### config.mk
export PLATFORM = sky130hd
export DESIGN_NAME = frame_diff_bounding_box_unit
export DESIGN_NICKNAME = d
export VERILOG_FILES = /design/src/fdbb_pkg.sv /design/src/frame_diff_bounding_box_unit.sv
export SDC_FILE = /design/constraint.sdc
export NUM_CORES = 1
export LEC_CHECK = 0
export BUFFER_PORTS_ARGS = -buffer_cell sky130_fd_sc_hd__buf_2
export CAP_MARGIN = 20
export CELL_PAD_IN_SITES_DETAIL_PLACEMENT = 1
export CELL_PAD_IN_SITES_GLOBAL_PLACEMENT = 1
export CORE_MARGIN = 1
export CORE_UTILIZATION = 52
export CTS_BUF_LIST = sky130_fd_sc_hd__clkbuf_4
export DETAILED_ROUTE_END_ITERATION = 8
export HOLD_SLACK_MARGIN = 0.1
export PLACE_DENSITY = 0.95
export SKIP_CTS_REPAIR_TIMING = 1
export SYNTH_ARGS = -nofsm -noshare
export SYNTH_HDL_FRONTEND = slang
export SYNTH_SLANG_ARGS = --single-unit
### constraint.sdc
create_clock -name clk -period 12.7 [get_ports clk]
set_input_delay 0.635 -clock clk [delete_from_list [all_inputs] [get_ports clk]]
set_output_delay 0.635 -clock clk [all_outputs]
set_load 0.02 [all_outputs]
### src/fdbb_pkg.sv
// Types and constants shared by the frame difference bounding box unit.
package fdbb_pkg;

  localparam int          ROW_BYTES_W     = 10;
  localparam int          POS_W           = 10;
  localparam int          SIZE_W          = 11;
  localparam logic [9:0]  ROW_BYTES_RESET = 10'd480;

  typedef struct packed {
    logic [7:0] new_byte;
    logic [7:0] old_byte;
    logic       last;
  } in_beat_t;

  typedef struct packed {
    logic              changed;
    logic [POS_W-1:0]  rect_x;
    logic [POS_W-1:0]  rect_y;
    logic [SIZE_W-1:0] rect_width;
    logic [SIZE_W-1:0] rect_height;
  } out_beat_t;

endpackage

### src/frame_diff_bounding_box_unit.sv
// Top level of the frame difference bounding box unit.
//
//   port group   direction  payload      handshake
//   in_*         input      in_beat_t    in_valid / in_stall
//   out_*        output     out_beat_t   out_valid / out_stall
//   cfg_*        input      row length   cfg_we, no wait
//
// One beat per cycle sustained; a stalled result holds the pipe only when
// the beat behind it is also marked last. Steps: an input register, one
// compare and min/max update, and a result register. A result is registered
// as its last-marked beat leaves the input register. rst_n is synchronous and
// clears counters, tracking state and valids and loads the row length 480.
module frame_diff_bounding_box_unit
  import fdbb_pkg::*;
#(
  parameter int MAX_ROW_BYTES = 512,
  parameter int MAX_ROWS      = 1024
) (
  input  logic                   clk,
  input  logic                   rst_n,
  input  logic                   in_valid,
  output logic                   in_stall,
  input  in_beat_t               in_data,
  output logic                   out_valid,
  input  logic                   out_stall,
  output out_beat_t              out_data,
  input  logic                   cfg_we,
  input  logic [ROW_BYTES_W-1:0] cfg_data
);

  localparam int CW = (MAX_ROW_BYTES > 1) ? $clog2(MAX_ROW_BYTES) : 1;
  localparam int RW = (MAX_ROWS > 1) ? $clog2(MAX_ROWS) : 1;
  localparam int EW = (CW + 1 > ROW_BYTES_W + 1) ? CW + 1 : ROW_BYTES_W + 1;
  localparam logic [EW-1:0] MAX_RB_E  = EW'(MAX_ROW_BYTES);
  localparam logic [RW-1:0] ROW_LIMIT = RW'(MAX_ROWS - 1);

  logic [ROW_BYTES_W-1:0] row_bytes_r;
  logic                   s1_valid_r;
  in_beat_t               s1_beat_r;
  logic                   out_valid_r;
  out_beat_t              out_data_r;

  logic [CW-1:0] col_r, col_nxt;
  logic [RW-1:0] row_r, row_nxt;
  logic          any_diff_r, any_diff_nxt;
  logic [CW-1:0] min_col_r, min_col_nxt, max_col_r, max_col_nxt;
  logic [RW-1:0] min_row_r, min_row_nxt, max_row_r, max_row_nxt;

  logic          s1_go;
  logic          differ;
  logic [CW:0]   eff_rb;
  logic [CW:0]   col_inc;
  logic [CW:0]   col_span;
  logic [RW:0]   row_span;
  out_beat_t     result;

  assign s1_go    = s1_valid_r && (!s1_beat_r.last || !out_valid_r || !out_stall);
  assign in_stall = s1_valid_r && !s1_go;
  assign differ   = s1_beat_r.new_byte != s1_beat_r.old_byte;

  always_comb begin
    if (row_bytes_r == '0) begin
      eff_rb = (CW+1)'(1);
    end else if (EW'(row_bytes_r) > MAX_RB_E) begin
      eff_rb = (CW+1)'(MAX_ROW_BYTES);
    end else begin
      eff_rb = (CW+1)'(row_bytes_r);
    end
  end

  assign col_inc = {1'b0, col_r} + (CW+1)'(1);

  always_comb begin
    any_diff_nxt = any_diff_r;
    min_col_nxt  = min_col_r;
    max_col_nxt  = max_col_r;
    min_row_nxt  = min_row_r;
    max_row_nxt  = max_row_r;
    if (differ) begin
      any_diff_nxt = 1'b1;
      if (col_r < min_col_r) min_col_nxt = col_r;
      if (col_r > max_col_r) max_col_nxt = col_r;
      if (row_r < min_row_r) min_row_nxt = row_r;
      if (row_r > max_row_r) max_row_nxt = row_r;
    end
    if (col_inc >= eff_rb) begin
      col_nxt = '0;
      row_nxt = (row_r != ROW_LIMIT) ? row_r + RW'(1) : row_r;
    end else begin
      col_nxt = col_inc[CW-1:0];
      row_nxt = row_r;
    end
  end

  assign col_span = {1'b0, max_col_nxt} - {1'b0, min_col_nxt} + (CW+1)'(1);
  assign row_span = {1'b0, max_row_nxt} - {1'b0, min_row_nxt} + (RW+1)'(1);

  always_comb begin
    if (any_diff_nxt) begin
      result.changed     = 1'b1;
      result.rect_x      = POS_W'({min_col_nxt, 1'b0});
      result.rect_y      = POS_W'(min_row_nxt);
      result.rect_width  = SIZE_W'({col_span, 1'b0});
      result.rect_height = SIZE_W'(row_span);
    end else begin
      result = '0;
    end
  end

  always_ff @(posedge clk) begin
    if (!rst_n) begin
      row_bytes_r <= ROW_BYTES_RESET;
    end else if (cfg_we) begin
      row_bytes_r <= cfg_data;
    end
  end

  always_ff @(posedge clk) begin
    if (!rst_n) begin
      s1_valid_r <= 1'b0;
    end else if (in_valid && !in_stall) begin
      s1_valid_r <= 1'b1;
    end else if (s1_go) begin
      s1_valid_r <= 1'b0;
    end
  end

  always_ff @(posedge clk) begin
    if (in_valid && !in_stall) begin
      s1_beat_r <= in_data;
    end
  end

  always_ff @(posedge clk) begin
    if (!rst_n || (s1_go && s1_beat_r.last)) begin
      col_r      <= '0;
      row_r      <= '0;
      any_diff_r <= 1'b0;
      min_col_r  <= '1;
      max_col_r  <= '0;
      min_row_r  <= '1;
      max_row_r  <= '0;
    end else if (s1_go) begin
      col_r      <= col_nxt;
      row_r      <= row_nxt;
      any_diff_r <= any_diff_nxt;
      min_col_r  <= min_col_nxt;
      max_col_r  <= max_col_nxt;
      min_row_r  <= min_row_nxt;
      max_row_r  <= max_row_nxt;
    end
  end

  always_ff @(posedge clk) begin
    if (!rst_n) begin
      out_valid_r <= 1'b0;
    end else if (s1_go && s1_beat_r.last) begin
      out_valid_r <= 1'b1;
    end else if (!out_stall) begin
      out_valid_r <= 1'b0;
    end
  end

  always_ff @(posedge clk) begin
    if (s1_go && s1_beat_r.last) begin
      out_data_r <= result;
    end
  end

  assign out_valid = out_valid_r;
  assign out_data  = out_data_r;

  a_quiet_frame_zero: assert property (@(posedge clk) disable iff (!rst_n)
    out_valid && !out_data.changed |->
      out_data.rect_x == '0 && out_data.rect_y == '0 &&
      out_data.rect_width == '0 && out_data.rect_height == '0)
    else $error("quiet frame result carries a nonzero rectangle");

  a_even_width: assert property (@(posedge clk) disable iff (!rst_n)
    out_valid |-> !out_data.rect_width[0] && !out_data.rect_x[0])
    else $error("rectangle not aligned to byte pairs");

  a_box_ordered: assert property (@(posedge clk) disable iff (!rst_n)
    any_diff_r |-> min_col_r <= max_col_r && min_row_r <= max_row_r)
    else $error("tracked box inverted");

  a_row_saturates: assert property (@(posedge clk) disable iff (!rst_n)
    row_r <= ROW_LIMIT)
    else $error("row counter beyond its limit");

  a_frame_clears: assert property (@(posedge clk) disable iff (!rst_n)
    s1_go && s1_beat_r.last |=> col_r == '0 && row_r == '0 && !any_diff_r)
    else $error("tracking state not cleared after frame end");

endmodule
==> results.md <==
- Outcome: finished, final reports clean
- H-tree levels: 4
- Ys flop type: dfxtp_1
- Die width: 123 um
- Initial antenna violation count: 1
- Maxcap violations: 0
- Synthesized area: about 0.0076 mm^2
- Total Nets Final: around 930
- Share of cells above drive strength 1: between 10% and 20%
- Synth unique cells: 66
- Commonest non-fill, non-tap cell in the layout: ha_1
- Die area: roughly 0.015 mm^2
- Crit Path Max Fanout: 9
- Setup WS pre-CTS: around 7600 ps
- Share of the synthesized area in the top cell type: between 20 and 25%
- Crit start category: register
- Top post-synthesis cells by area: edfxtp_1 (23%), dfxtp_1 (19%), ha_1 (14%)
- CTS Buf Count: 17
- Final ANT Viol Nets: 0
- Number of stages on the worst setup path: 16
- Post-DP HPWL: 14,400 um
- Worst-Margin Slew: 937 ps
- CP max stage delay: between 700 and 800 ps
- Final period utilization: 41.2%
- Grt ovf: 0
- Yosys warns: 0
- Vias in the first global route: 6,526
- Area growth syn-to-layout: 10.7%
- Row count: 43
- # port buffers: 74
- Via count: 5,949
- Post-Route WL: roughly 20,000 um
- Worst hold path type: in2reg
- Sequential area share after synthesis: between 40 and 50%
- Hold Vio Cnt, Final: 0
- Initial DRC Count: 320
- Worst hold path depth: 1
- WP data required: around 13,000 ps
- Non-Filler Instances: slightly above 1k
- CORE AREA: around 0.014 mm^2
- Cell Chain, Critical Path: ha_1 -> and4_1 -> a221oi_1 -> o21ai_0 -> nor3_2 -> mux2_4 -> ha_1 -> inv_1 -> ha_1 -> fa_1 -> a211oi_1 -> o21ai_0 -> a31oi_1 -> o21ba_2 -> xnor2_1 -> nor2_1
- Drc violations: 0
- First-pass GRT wire length: about 32,000 um
- Mean Syn Cell Area: 10.1 um^2
- Initial core utilization: 53.9%
- Worst path buffer plus inverter count: 1
- Cells after DPL: 972
- Most frequent cells in the layout: ha_1 (84), nand2_1 (74), buf_2 (74)
- Worst vdd ir: roughly 0.000054 V
- Cell mode on critical path: ha_1
- Slowest stage cell, crit path: nor3_2
- Hold WS: roughly 240 ps
- Fmax achieved: 0.191 GHz
- IO Pins: 77
- Clk slew on worst S/H paths: between 100 and 150 ps
- Drt via density: a little under 6
- Wire per inst: 19.6 um
- Die Y: 123 um
- Clock skew: 16.8 ps
- Leak: approximately 3.7 nW
- Drt first pass iters: 4
- Slew HR: between 30% and 40%
- Fin Setup TNS: 0 ps
- EDFF count, synth: 58
- WP data arrival: about 5500 ps
- Post-route worst setup slack: 7470 ps
- Final setup fails: 0
- Clk sinks: around 130
- Root Buffer: clkbuf_4
- Max Slew Vio Count: 0
- RSZ-0062 raised after global routing: no
- Pin count of the biggest net entering global routing: 59
- Pwr/cell area: 97.1 mW/mm^2
- Crit. End Element: register
- Clock buffer depth: 2
- GRT Util Overall: roughly 28%
- Fill cells: between 1.5k and 2k
- Asr flop ratio synth: 0%
- GPL Wtd Cong: about 0.9
- Final worst path period need: between 5000 and 6000 ps
- Critical path's top delay family: compound AO/OA/AOI/OAI gates
- Largest area contributor in the netlist: edfxtp_1
- Post-synthesis cell count: ~750
- R2R depth: 16
- CTS tree: done
- Yosys reg bits: ~130
- Skew-Pair Late Insertion Delay: about 570 ps
- Worst Setup Path Type: reg2reg
-- routing by layer --
| metal | track usage [%] | up-vias | wire (um) |
|---|---|---|---|
| met5 | 0 | - | 0 |
| met3 | 5.11 | 43 | 964 |
| met4 | 14.0 | 0 | 497 |
| met2 | 49.4 | 178 | 10100 |
| met1 | 32.4 | 2929 | 8130 |
| li1 | - | 2799 | - |
-- kinds of logic (layout without fill, tap and decap cells) --
kind of cell / Yosys count / count (layout) / synth area share (%)
DFF: 128 / 128 / 41.5
AOI/OAI and AO/OA: 134 / 134 / 13.1
and+or+nand+nor: 224 / 224 / 14.7
xor gates and xnor gates: 26 / 26 / 3.01
buffers and inverters: 87 / 166 / 4.83
other: 1 / 3 / 0.0496
adders and majority gates: 86 / 86 / 14.4
muxes: 60 / 60 / 8.33
-- flip-flops by register name, summed over array words and instances (netlist names) --
signal	flops
out_data	41
s1_beat_r	17
max_row_r	10
min_row_r	10
row_bytes_r	10
row_r	10
col_r	9
max_col_r	9
min_col_r	9
any_diff_r	1
out_valid	1
s1_valid_r	1
-- cell type report --
class,instances,area (um^2),area share (%)
multi-input cells,532,4090,48.9
inverters,54,203,2.42
flip-flops and latches,128,3140,37.5
repair buffers,80,427,5.09
clock inverters,14,148,1.76
clock buffers,18,135,1.61
well taps,180,225,2.69
diodes,1,2.50,0.0299
-- final timing paths --
kind	slack [ps]	from	endpoint
max reg2reg	7470	col_r[8]	out_data[21]
min reg2reg	500	max_col_r[7]	max_col_r[7]
max	7470	col_r[8]	out_data[21]
min	240	in_data[13]	s1_beat_r[13]
-- cell usage after synthesis, types with 19 or more instances --
cell type	n
clkbuf_1	21
mux2i_1	42
dfxtp_1	70
nor2_1	51
ha_1	84
inv_1	53
nand2_1	74
edfxtp_1	58
nand3_1	24
xnor2_1	20
o21ai_0	19
a21oi_1	30
-- per-stage QoR --
step	instance area (um^2)	utilization, %	power [mW]
2_1_floorplan	7570	-	0.506
3_3_place_gp	8060	57.4	0.521
3_5_place_dp	8060	57.4	0.529
4_1_cts	8350	59.4	0.816
5_1_grt	8380	59.6	0.843
6_report	8380	59.6	0.813
-- where the power goes --
group	switching (mW)	leakage, nW	internal, mW
combinational	0.0437	2.38	0.0272
sequential	0.00798	1.16	0.443
clock	0.157	0.149	0.134
total	0.209	3.69	0.604
Power figures use the tool's default switching activity.
